==> src/sv/ordered_list_append_delete_unit_assert.svh <==
// ----------------------------------------------------------------------------
// ordered_list_append_delete_unit_assert.svh
// Assertion macros shared by the ordered list unit.
// ----------------------------------------------------------------------------
`ifndef ORDERED_LIST_APPEND_DELETE_UNIT_ASSERT_SVH
`define ORDERED_LIST_APPEND_DELETE_UNIT_ASSERT_SVH

// Same-cycle implication, disabled while reset is asserted
`define OLAD_ASSERT_IMPL(label, clk, rst_n, ante, cons) \
    label: assert property (@(posedge clk) disable iff (!rst_n) (ante) |-> (cons)) \
        else $error("ordered list check failed");

// Next-cycle implication, disabled while reset is asserted
`define OLAD_ASSERT_NEXT(label, clk, rst_n, ante, cons) \
    label: assert property (@(posedge clk) disable iff (!rst_n) (ante) |=> (cons)) \
        else $error("ordered list check failed");

`endif

==> src/sv/olad_pkg.sv <==
// ----------------------------------------------------------------------------
// olad_pkg
// Types, codes and defaults shared by the ordered list unit.
// ----------------------------------------------------------------------------
package olad_pkg;

    // Default number of list cells
    localparam int CAPACITY_DEF = 16;
    // Most readout results given for one readout command
    localparam int OUT_MAX = 16;

    // Command codes
    typedef enum logic [1:0] {
        CMD_APPEND = 2'd0,
        CMD_DELETE = 2'd1,
        CMD_READ   = 2'd2
    } cmd_t;

    // Result status codes
    typedef enum logic [1:0] {
        ST_DONE      = 2'd0,
        ST_NOT_FOUND = 2'd1,
        ST_FULL      = 2'd2,
        ST_EMPTY     = 2'd3
    } status_t;

    // Operation broadcast to every cell
    typedef enum logic [1:0] {
        CELL_HOLD   = 2'd0,
        CELL_APPEND = 2'd1,
        CELL_DELETE = 2'd2,
        CELL_ROTATE = 2'd3
    } cell_op_t;

    // Unit control states
    typedef enum logic {
        FSM_IDLE = 1'b0,
        FSM_READ = 1'b1
    } fsm_t;

endpackage

==> src/sv/olad_cmd_if.sv <==
// ----------------------------------------------------------------------------
// olad_cmd_if
// Command channel: valid/ready handshake carrying cmd and value.
// ----------------------------------------------------------------------------
interface olad_cmd_if;
    logic               valid;
    logic               ready;
    logic [1:0]         cmd;
    logic signed [31:0] value;

    modport source (output valid, output cmd, output value, input ready);
    modport sink   (input valid, input cmd, input value, output ready);
endinterface

==> src/sv/olad_res_if.sv <==
// ----------------------------------------------------------------------------
// olad_res_if
// Result channel: valid/ready handshake carrying one result item.
// ----------------------------------------------------------------------------
interface olad_res_if;
    logic               valid;
    logic               ready;
    logic [1:0]         status;
    logic [4:0]         entry_count;
    logic signed [31:0] entry_value;
    logic               last;

    modport source (output valid, output status, output entry_count,
                    output entry_value, output last, input ready);
    modport sink   (input valid, input status, input entry_count,
                    input entry_value, input last, output ready);
endinterface

==> src/sv/olad_cell.sv <==
// ----------------------------------------------------------------------------
// olad_cell
// One list cell: holds one entry, compares it with the delete key and
// takes a new entry from the key, its upper neighbour or the head.
// ----------------------------------------------------------------------------
module olad_cell
    import olad_pkg::*;
#(
    parameter int CAPACITY = CAPACITY_DEF,
    parameter int IDX      = 0,
    localparam int CW      = $clog2(CAPACITY + 1)
)
(
    input  logic               clk,
    input  cell_op_t           op,
    input  logic signed [31:0] key,
    input  logic [CW-1:0]      count,
    input  logic signed [31:0] nbr_value,
    input  logic signed [31:0] head_value,
    input  logic               hit_in,
    output logic               hit_out,
    output logic signed [31:0] value
);

    logic signed [31:0] value_reg;
    logic signed [31:0] value_next;
    logic               occupied;
    logic               is_tail_slot;
    logic               is_last_entry;

    assign occupied      = CW'(IDX) < count;
    assign is_tail_slot  = CW'(IDX) == count;
    assign is_last_entry = CW'(IDX) == count - CW'(1);

    // Pass the first-match flag on: this cell and all above it close the gap
    assign hit_out = hit_in || (occupied && (value_reg == key));

    // Select the new entry
    always_comb
    begin
        value_next = value_reg;
        case (op)
            CELL_APPEND:
            begin
                if (is_tail_slot)
                    value_next = key;
            end
            CELL_DELETE:
            begin
                if (hit_out)
                    value_next = nbr_value;
            end
            CELL_ROTATE:
            begin
                if (is_last_entry)
                    value_next = head_value;
                else if (occupied)
                    value_next = nbr_value;
            end
            default:
            begin
                value_next = value_reg;
            end
        endcase
    end

    always_ff @(posedge clk)
    begin
        value_reg <= value_next;
    end

    assign value = value_reg;

endmodule

==> src/sv/ordered_list_append_delete_unit.sv <==
// ----------------------------------------------------------------------------
// ordered_list_append_delete_unit
// Ordered list of signed 32-bit entries, oldest first, kept in a ring of
// cells. Append at the tail, delete the first match, read out in order.
//
//   channel | dir | payload                                   | transfer
//   req     | in  | cmd, value                                | valid & ready
//   rsp     | out | status, entry_count, entry_value, last    | valid & ready
//
// Append, delete and unused codes each give one result. In a readout the
// occupied cells rotate one place a cycle, unless a given entry waits for
// a full result register; the head cell feeds the result register, so the
// ring is back in order when the readout ends. At most OUT_MAX entries are given.
// Reset clears the count and the control state; cell contents need none.
// req is not ready during a readout or while a result waits untaken.
// ----------------------------------------------------------------------------
`include "ordered_list_append_delete_unit_assert.svh"

module ordered_list_append_delete_unit
    import olad_pkg::*;
#(
    parameter int CAPACITY = CAPACITY_DEF
)
(
    input  logic       clk,
    input  logic       rst_n,
    olad_cmd_if.sink   req,
    olad_res_if.source rsp
);

    localparam int CW = $clog2(CAPACITY + 1);

    fsm_t               state_reg, state_next;
    logic [CW-1:0]      count_reg, count_next;
    logic [CW-1:0]      rd_idx_reg, rd_idx_next;
    logic               out_valid_reg, out_valid_next;
    logic [1:0]         out_status_reg, out_status_next;
    logic [4:0]         out_count_reg, out_count_next;
    logic signed [31:0] out_value_reg, out_value_next;
    logic               out_last_reg, out_last_next;

    cell_op_t           cell_op;
    logic signed [31:0] cell_value [CAPACITY];
    logic [CAPACITY:0]  hit_chain;
    logic               found;

    logic               out_space;
    logic               req_fire;
    logic               rd_emit;
    logic               rd_adv;
    logic               rd_done;
    logic               rd_last_emit;

    // Handshake and readout progress
    assign out_space    = !out_valid_reg || rsp.ready;
    assign req.ready    = (state_reg == FSM_IDLE) && out_space;
    assign req_fire     = req.valid && req.ready;
    assign rd_emit      = int'(rd_idx_reg) < OUT_MAX;
    assign rd_adv       = (state_reg == FSM_READ) && (!rd_emit || out_space);
    assign rd_done      = rd_idx_reg == count_reg - CW'(1);
    assign rd_last_emit = (int'(rd_idx_reg) + 1) ==
                          ((int'(count_reg) < OUT_MAX) ? int'(count_reg) : OUT_MAX);

    // Ring of cells with a first-match chain from the head
    assign hit_chain[0] = 1'b0;
    assign found        = hit_chain[CAPACITY];

    for (genvar i = 0; i < CAPACITY; i++)
    begin : g_cell
        olad_cell #(
            .CAPACITY (CAPACITY),
            .IDX      (i)
        ) u_cell (
            .clk        (clk),
            .op         (cell_op),
            .key        (req.value),
            .count      (count_reg),
            .nbr_value  (cell_value[(i + 1) % CAPACITY]),
            .head_value (cell_value[0]),
            .hit_in     (hit_chain[i]),
            .hit_out    (hit_chain[i + 1]),
            .value      (cell_value[i])
        );
    end

    // Next state
    always_comb
    begin
        state_next = state_reg;
        unique case (state_reg)
            FSM_IDLE:
            begin
                if (req_fire && (req.cmd == CMD_READ) && (count_reg != '0))
                    state_next = FSM_READ;
            end
            FSM_READ:
            begin
                if (rd_adv && rd_done)
                    state_next = FSM_IDLE;
            end
            default:
            begin
                state_next = FSM_IDLE;
            end
        endcase
    end

    // Cell control, count, readout index and result register
    always_comb
    begin
        cell_op         = CELL_HOLD;
        count_next      = count_reg;
        rd_idx_next     = rd_idx_reg;
        out_valid_next  = out_valid_reg && !rsp.ready;
        out_status_next = out_status_reg;
        out_count_next  = out_count_reg;
        out_value_next  = out_value_reg;
        out_last_next   = out_last_reg;

        unique case (state_reg)
            FSM_IDLE:
            begin
                if (req_fire)
                begin
                    out_valid_next  = 1'b1;
                    out_status_next = ST_DONE;
                    out_value_next  = '0;
                    out_last_next   = 1'b1;
                    rd_idx_next     = '0;
                    unique case (req.cmd)
                        CMD_APPEND:
                        begin
                            if (count_reg == CW'(CAPACITY))
                                out_status_next = ST_FULL;
                            else
                            begin
                                cell_op    = CELL_APPEND;
                                count_next = count_reg + CW'(1);
                            end
                        end
                        CMD_DELETE:
                        begin
                            cell_op = CELL_DELETE;
                            if (found)
                                count_next = count_reg - CW'(1);
                            else
                                out_status_next = ST_NOT_FOUND;
                        end
                        CMD_READ:
                        begin
                            if (count_reg == '0)
                                out_status_next = ST_EMPTY;
                            else
                                out_valid_next = out_valid_reg && !rsp.ready;
                        end
                        default:
                        begin
                            out_status_next = ST_DONE;
                        end
                    endcase
                    out_count_next = 5'(count_next);
                end
            end
            FSM_READ:
            begin
                if (rd_adv)
                begin
                    cell_op     = CELL_ROTATE;
                    rd_idx_next = rd_done ? '0 : rd_idx_reg + CW'(1);
                    if (rd_emit)
                    begin
                        out_valid_next  = 1'b1;
                        out_status_next = ST_DONE;
                        out_count_next  = 5'(count_reg);
                        out_value_next  = cell_value[0];
                        out_last_next   = rd_last_emit;
                    end
                end
            end
            default:
            begin
                cell_op = CELL_HOLD;
            end
        endcase
    end

    // Control registers
    always_ff @(posedge clk or negedge rst_n)
    begin
        if (!rst_n)
        begin
            state_reg     <= FSM_IDLE;
            count_reg     <= '0;
            rd_idx_reg    <= '0;
            out_valid_reg <= 1'b0;
        end
        else
        begin
            state_reg     <= state_next;
            count_reg     <= count_next;
            rd_idx_reg    <= rd_idx_next;
            out_valid_reg <= out_valid_next;
        end
    end

    // Result payload
    always_ff @(posedge clk)
    begin
        out_status_reg <= out_status_next;
        out_count_reg  <= out_count_next;
        out_value_reg  <= out_value_next;
        out_last_reg   <= out_last_next;
    end

    assign rsp.valid       = out_valid_reg;
    assign rsp.status      = out_status_reg;
    assign rsp.entry_count = out_count_reg;
    assign rsp.entry_value = out_value_reg;
    assign rsp.last        = out_last_reg;

    `OLAD_ASSERT_IMPL(a_count_range, clk, rst_n, 1'b1, int'(count_reg) <= CAPACITY)
    `OLAD_ASSERT_IMPL(a_no_req_in_read, clk, rst_n, state_reg == FSM_READ, !req.ready)
    `OLAD_ASSERT_NEXT(a_append_grows, clk, rst_n, req_fire && (req.cmd == CMD_APPEND) && (int'(count_reg) < CAPACITY), count_reg == $past(count_reg) + CW'(1))
    `OLAD_ASSERT_NEXT(a_read_ends, clk, rst_n, rd_adv && rd_done, (state_reg == FSM_IDLE) && (rd_idx_reg == '0))
    `OLAD_ASSERT_NEXT(a_read_keeps_count, clk, rst_n, state_reg == FSM_READ, count_reg == $past(count_reg))

endmodule
==> src/flat_wrapper.sv <==
// flat-port wrapper written by rule: the top's interface ports become plain ports
module ordered_list_append_delete_unit_flat import olad_pkg::*;
#(
    parameter int CAPACITY = CAPACITY_DEF
)
  (clk, rst_n, req_valid, req_cmd, req_value, req_ready, rsp_valid, rsp_status, rsp_entry_count, rsp_entry_value, rsp_last, rsp_ready);
  olad_cmd_if req_i ();
  olad_res_if rsp_i ();
  input  logic clk;
  input  logic rst_n;
  input wire logic [$bits(req_i.valid)-1:0] req_valid;
  input wire logic [$bits(req_i.cmd)-1:0] req_cmd;
  input wire logic [$bits(req_i.value)-1:0] req_value;
  output wire logic [$bits(req_i.ready)-1:0] req_ready;
  output wire logic [$bits(rsp_i.valid)-1:0] rsp_valid;
  output wire logic [$bits(rsp_i.status)-1:0] rsp_status;
  output wire logic [$bits(rsp_i.entry_count)-1:0] rsp_entry_count;
  output wire logic [$bits(rsp_i.entry_value)-1:0] rsp_entry_value;
  output wire logic [$bits(rsp_i.last)-1:0] rsp_last;
  input wire logic [$bits(rsp_i.ready)-1:0] rsp_ready;
  assign req_i.valid = req_valid;
  assign req_i.cmd = req_cmd;
  assign req_i.value = req_value;
  assign req_ready = req_i.ready;
  assign rsp_valid = rsp_i.valid;
  assign rsp_status = rsp_i.status;
  assign rsp_entry_count = rsp_i.entry_count;
  assign rsp_entry_value = rsp_i.entry_value;
  assign rsp_last = rsp_i.last;
  assign rsp_i.ready = rsp_ready;
  ordered_list_append_delete_unit #(.CAPACITY(CAPACITY)) u_core (.clk(clk), .rst_n(rst_n), .req(req_i), .rsp(rsp_i));
endmodule
==> config.mk <==
export PLATFORM = sky130hd
export DESIGN_NAME = ordered_list_append_delete_unit_flat
export DESIGN_NICKNAME = d
export VERILOG_FILES = /design/src/sv/olad_pkg.sv /design/src/sv/olad_cmd_if.sv /design/src/sv/olad_res_if.sv /design/src/sv/olad_cell.sv /design/src/sv/ordered_list_append_delete_unit.sv /design/src/flat_wrapper.sv
export VERILOG_INCLUDE_DIRS = /design/src /design/src/sv
export SDC_FILE = /design/constraint.sdc
export NUM_CORES = 1
export LEC_CHECK = 0
export ABC_AREA = 0
export ABC_CLOCK_PERIOD_IN_PS = 7400
export BUFFER_PORTS_ARGS = -buffer_cell sky130_fd_sc_hd__buf_2
export CORE_MARGIN = 8
export CORE_UTILIZATION = 35
export CTS_CLUSTER_DIAMETER = 50
export DETAILED_ROUTE_END_ITERATION = 8
export GPL_TIMING_DRIVEN = 0
export PLACE_DENSITY = 0.62
export SYNTH_ARGS = -nofsm -noshare
export SYNTH_HDL_FRONTEND = slang
export SYNTH_SLANG_ARGS = --single-unit
export TNS_END_PERCENT = 10
==> constraint.sdc <==
create_clock -name clk -period 7.4 [get_ports clk]
set_input_delay 0.37 -clock clk [delete_from_list [all_inputs] [get_ports clk]]
set_output_delay 0.37 -clock clk [all_outputs]
set_load 0.02 [all_outputs]
[After elaboration in Yosys (flattened, before gate mapping)]
Index checks and enable logic that the tools add are counted.
Operators by class
  bitwise gates (word level): 1
  divide/modulo/power cells: 0
  $lt $le $gt $ge: 18
  multiply operators: 0
  add/subtract/negate cells: 4
  muxes and demuxes: 122
  reduce and logical (&&, ||, !) cells: 67
  equality and inequality tests: 106
  shifts and indexed selects: 0
Operators by type and width (count)
  $mux W32: 67
  $pmux W32 S3: 16
  $eq A32 B32 Y1: 17
  $eq A4 B5 Y1 const A: 16
  $ne A2 B2 Y1 const B: 35
  $pmux W32 S2: 1
  $reduce_and A4 Y1: 15
  $mux W5: 9
  $ne A3 B3 Y1 const B: 15
  $eq A3 B5 Y1 const A: 8
  $lt A4 B5 Y1 const A: 8
  $pmux W5 S2: 3
  $logic_and A1 B1 Y1: 23
  $eq A2 B5 Y1 const A: 4
  $lt A3 B5 Y1 const A: 4
  $logic_or A1 B1 Y1: 17
  $mux W2: 7
  $mux W1: 12
  $pmux W2 S2: 3
  $add A5 B1 Y5 const B: 2
  $eq A1 B5 Y1 const A: 2
  $logic_not A5 Y1: 2
  $lt A1 B5 Y1 const A: 2
  $lt A2 B5 Y1 const A: 2
  other kinds (18): 28
Word-level totals
  bits of input ports: 38
  logic and storage cells: 342
  memories: 0
  register bits after elaboration: 564
  output and inout port bits: 42
  memory bits (read-only): 0
  latch bits: 0
  RAM bits: 0

[Logic depth before layout (Yosys ltp)]
  depth in word-level cells: 21
  mapped depth: 12
  mapped depth without buffers: 10

[By module]
Synthesis repeated with hierarchy kept, for this count alone.
Unflattened totals
  cells, all modules: 3322
  area total of the unflattened synthesis: 35796.8 sq um
Modules (own cells, without submodules)
  ordered_list_append_delete_unit: sequential area each 1501.4 sq um, cells an instance 224, area an instance 2570.0 sq um, instances 1
  olad_cell (u_core.g_cell[5].u_cell): sequential area each 960.9 sq um, cells an instance 195, area an instance 2180.8 sq um, instances 1
  olad_cell (u_core.g_cell[2].u_cell): sequential area each 960.9 sq um, cells an instance 193, area an instance 2107.0 sq um, instances 1
  olad_cell (u_core.g_cell[1].u_cell): sequential area each 960.9 sq um, cells an instance 192, area an instance 2097.0 sq um, instances 1
  olad_cell (u_core.g_cell[12].u_cell): sequential area each 960.9 sq um, cells an instance 194, area an instance 2093.3 sq um, instances 1
  olad_cell (u_core.g_cell[10].u_cell): sequential area each 960.9 sq um, cells an instance 197, area an instance 2092.0 sq um, instances 1
  olad_cell (u_core.g_cell[4].u_cell): sequential area each 960.9 sq um, cells an instance 195, area an instance 2085.8 sq um, instances 1
  olad_cell (u_core.g_cell[7].u_cell): sequential area each 960.9 sq um, cells an instance 193, area an instance 2069.5 sq um, instances 1
  olad_cell (u_core.g_cell[0].u_cell): sequential area each 960.9 sq um, cells an instance 191, area an instance 2068.2 sq um, instances 1
  olad_cell (u_core.g_cell[6].u_cell): sequential area each 960.9 sq um, cells an instance 195, area an instance 2068.2 sq um, instances 1
  olad_cell (u_core.g_cell[9].u_cell): sequential area each 960.9 sq um, cells an instance 194, area an instance 2067.0 sq um, instances 1
  olad_cell (u_core.g_cell[13].u_cell): sequential area each 960.9 sq um, cells an instance 191, area an instance 2062.0 sq um, instances 1
  olad_cell (u_core.g_cell[15].u_cell): sequential area each 960.9 sq um, cells an instance 192, area an instance 2057.0 sq um, instances 1
  olad_cell (u_core.g_cell[8].u_cell): sequential area each 960.9 sq um, cells an instance 194, area an instance 2057.0 sq um, instances 1
  3 more rows

[Least setup slack after synthesis]
No wires, ideal clock.
  kind: reg2reg
  start: reg u_core.count_reg[1]
  end: reg u_core.g_cell[13].u_cell.value_reg[0], enable pin
  setup time: 0.470 ns
  path buffers: 3
  arrival: 4.859 ns
  slack: 2.071 ns
  data required time: 6.930 ns
  clock period less this slack: 5.329 ns
  stages on the path, launching flop included: 12
  path through: dfrtp_1 -> buf_1 -> inv_1 -> ha_1 -> nor3b_1 -> xnor2_1 -> nand3_1 -> nor2b_1 -> buf_2 -> clkbuf_1 -> nor2_1 -> a211oi_1
On the way
  longest elaborated chain between the ends: 17
  elaborated cells on any way between the ends: 57
  classes of those cells: add/sub (1); order compare (14); eq/ne (9); mux (4); reduce/logical (29)
RTL lines
  start: declaration: RTL line ordered_list_append_delete_unit.sv:34  | logic [CW-1:0] count_reg, count_next;
  start signal: assignment: RTL line ordered_list_append_delete_unit.sv:200  | count_reg <= count_next;
  $lt A1 B5 Y1: RTL line olad_cell.sv:31  | assign occupied = CW'(IDX) < count;
  $logic_and A1 B1 Y1: RTL line olad_cell.sv:36  | assign hit_out = hit_in || (occupied && (value_reg == key));
  $logic_or A1 B1 Y1 (13 in series): RTL line olad_cell.sv:36
  $ne A2 B2 Y1 (no line)
  $reduce_and A4 Y1 (no line) (*)
  end signal: assignment: RTL line olad_cell.sv:69  | value_reg <= value_next;
  end: declaration: RTL line olad_cell.sv:25  | logic signed [31:0] value_reg;
Every way passes the cells marked *; elsewhere a longest branch is shown, timed or not.
A chain may end at the register's enable or synchronous reset.

[Worst setup path after layout]
  start: reg u_core.count_reg[1]
  end: reg u_core.g_cell[13].u_cell.value_reg[10], enable pin
Same word-level chain as after synthesis.

==> summary.txt <==
Global routing
  • First-pass GRT wire length: 215800 µm
  • Grt ovf: 0
  • Largest net degree at the start of global routing: 33
  • Initial antenna violation count: 4
  • GRT Overall Usage: 29.52%
  • Vias in the first global route: 27065

Setup path
  • CP arrival: 6.22 ns
  • CP Capture Type: register
  • Setup CP Type: register to register
  • CP Data Required Time: 7.74 ns
  • Startpoint types: register
  • CP Max Fanout: 15

Placement
  • Placed inst area: 35310 µm²
  • Placer congestion estimate: 1.043
  • Placed Cells: 4429
  • Hpwl dp: 128500 µm
  • Port Buffers: 47

Power and ir drop
  • Sequential Power Share: 34.1%
  • Comb power frac: 46.2%
  • Switch share: 46.89%
  • Cell internal pwr: 0.01119 W
  • Peak supply drop: 236.9 µV
  • Leak pwr: 12.47 nW
  • Clock share of power: 19.7%
  • PD cells: 552.1 nW/µm²
  • NetSw: 0.009878 W

Timing
  • Setup Skew: 0.02986 ns
  • FMAX: 0.1702 GHz
  • Unrepaired setup endpoints after global routing: false
  • Crit share post-route: 79.38%
  • Max_slew headroom: 5.414%
  • Hold Worst Slack: 0.1302 ns
  • Final setup viols: 0
  • Worst slew pin tran: 1.419 ns
  • Min Tclk post-route: 5.874 ns
  • Hold Vio Cnt, Final: 0
  • Final Max Slew Viols: 0

Outcome
  • Status: complete, no violations

Synth
  • Yosys warnings: 0
  • Synth Area per Inst: 10.61 µm²
  • Synth Register Bits: 564
  • Ys flop type: edfxtp_1
  • Leading area contributor after synthesis: edfxtp_1
  • Yosys top cell area share: 50.41%
  • Syn Nets: 3144
  • EDFF count, synth: 552
  • Async set-reset flop share out of synthesis: 2.128%
  • Post-synthesis cell area: 32880 µm²
  • Sequential share of the synthesized area: 51.32%
  • Netlist cell types: 64
  • Synth area leaders: edfxtp_1 (50%), a221oi_1 (11%), xnor2_1 (9.2%)
  • Syn Inst Count: 3099

Flow run
  • Max-cap viol count: 0

Layout
  • Final net count: 3308
  • Largest register FFs: 512
  • Commonest non-fill, non-tap cells in the layout: edfxtp_1 (552), nor2_1 (503), a221oi_1 (428)
  • Fin cells: 4584
  • Final instance area: 38160 µm²
  • Area added between synthesis and finish: 16.03%
  • Share of layout cells above drive strength 1: 9.796%
  • Most common cell after layout, fill and taps aside: edfxtp_1

Drt
  • Antenna viol nets, final: 0
  • Final wirelength: 158900 µm
  • Avg WL per Cell: 34.67 µm
  • Drc violations: 0
  • DR pass1 iterations: 6
  • Drt initial violations: 4626
  • Vias per cell: 6.247
  • Via count: 28637

Floorplanning
  • Cell Rows: 112
  • Die Area: 104000 µm²
  • Starting Density: 35.29%
  • # IOs: 80
  • Die width: 322.5 µm
  • Die Ht: 322.5 µm
  • Core region area: 93190 µm²

Clocking
  • # clock sinks: 564
  • Number of buffers created by CTS: 85
  • CTS tree: yes
  • Reg clk slew, reported paths: 0.05 ns
  • H-tree depth reported by CTS: 3
  • Hold_buf cts: 1
  • Max Root-Sink Buffers: 3
  • Clk_lat worst skew: 0.67 ns
  • CTS root buf: clkbuf_16
  • Post-CTS Setup Bufs: 0
  • Cts repair resizes: 0

Worst hold path
  • Path type of the worst min-delay path: primary input to asynchronous set/reset pin
## power groups by stage
| stage | combinational, W | clock, W | sequential [W] |
|---|---|---|---|
| 3_5_place_dp | 0.00939 | 0 | 0.00715 |
| 2_1_floorplan | 0.00521 | 0 | 0.00695 |
| 5_1_grt | 0.0101 | 0.00427 | 0.00731 |
| 3_3_place_gp | 0.00900 | 0 | 0.00734 |
| 6_report | 0.00973 | 0.00415 | 0.00719 |
| 4_1_cts | 0.00944 | 0.00416 | 0.00712 |
## path summary, 6_finish.rpt
path | from | end | slack (ns) | cells after the start
max reg2reg | u_core.count_reg[1] | u_core.g_cell[13].u_cell.value[10] | 1.53 | 13
min | rst_n | u_core.rsp.valid | 0.13 | 2
max | u_core.count_reg[1] | u_core.g_cell[13].u_cell.value[10] | 1.53 | 13
min reg2reg | u_core.g_cell[1].u_cell.value[20] | u_core.g_cell[0].u_cell.value[20] | 0.57 | 2
min in group clk | rsp_ready | u_core.rsp.valid | 0.14 | 3
max in group asynchronous | rst_n | u_core.rd_idx_reg[1] | 7.03 | 2
## per-layer routing
layer  track usage [%]  part of all wire, %
met1             38.97                   39
met3             5.056                   10
met2             44.02                   42
met4             20.41                  8.3
met5                 0               0.0088
## area by class of cell
| cell class | instances | area [µm²] |
|---|---|---|
| Sequential cell | 564 | 16880 |
| Fill cell | 9047 | 55030 |
| Antenna cell | 2 | 5.005 |
| Tap cell | 1254 | 1569 |
| Timing Repair Buffer | 77 | 708.2 |
| Inverter | 27 | 101.3 |
| Clock inverter | 53 | 586.8 |
| Clock buffer | 99 | 2243 |
| Multi-Input combinational cell | 2188 | 14630 |
| Buffer | 320 | 1435 |
## cell usage after synthesis, types with 4 or more instances
library cell / n
edfxtp_1: 552
nor2_1: 503
a221oi_1: 429
xnor2_1: 344
clkbuf_1: 217
nand2_1: 213
xor2_1: 181
nand4_1: 106
nor4_1: 64
and2_1: 63
buf_2: 54
nor3_1: 32
inv_1: 27
nand3_1: 27
buf_4: 26
a21oi_1: 24
a222oi_1: 20
o21ai_0: 19
buf_1: 15
o21ai_1: 13
a31oi_1: 12
and2_0: 12
dfrtp_1: 12
or4_1: 12
a22o_1: 10
nor2b_1: 9
buf_6: 7
ha_1: 7
nand2b_1: 7
nor4b_1: 7
a21o_1: 6
and3_1: 5
nand4b_1: 5
or3_1: 5
nor3b_1: 4
o21a_1: 4
## critical path: stages, from the launching register on
cell,delay (ns)
dfrtp_1,0.51
buf_1,0.61
inv_1,0.27
ha_1,0.38
nor3b_1,0.20
xnor2_1,0.72
nand3_1,0.35
nor2b_1,0.34
buf_2,0.26
clkbuf_1,0.50
nor2_1,0.15
a211oi_4,0.79
buf_8,0.24
buf_8,0.19
## cell families after synthesis
family | after synthesis | synth area share, %
compound gates | 563 | 14.27
xor+xnor | 525 | 13.98
fa+ha+maj | 7 | 0.2663
buf+inv | 347 | 4.672
flops | 564 | 51.32
mux | 2 | 0.06088
simple gates | 1091 | 15.42
## stage by stage
stage / total power, W / worst slack (ns) / setup TNS (ns) / util (%)
global placement: 0.01633 / -2.909 / -357.83 / 37.22
floorplan: 0.01217 / 2.071 / 0 / -
finish: 0.02107 / 1.526 / 0 / 40.95
detailed placement: 0.01655 / 1.840 / 0 / 37.89
global route: 0.02165 / 1.578 / 0 / 40.94
CTS: 0.02072 / 1.827 / 0 / 40.94
Power figures use the tool's default switching activity.
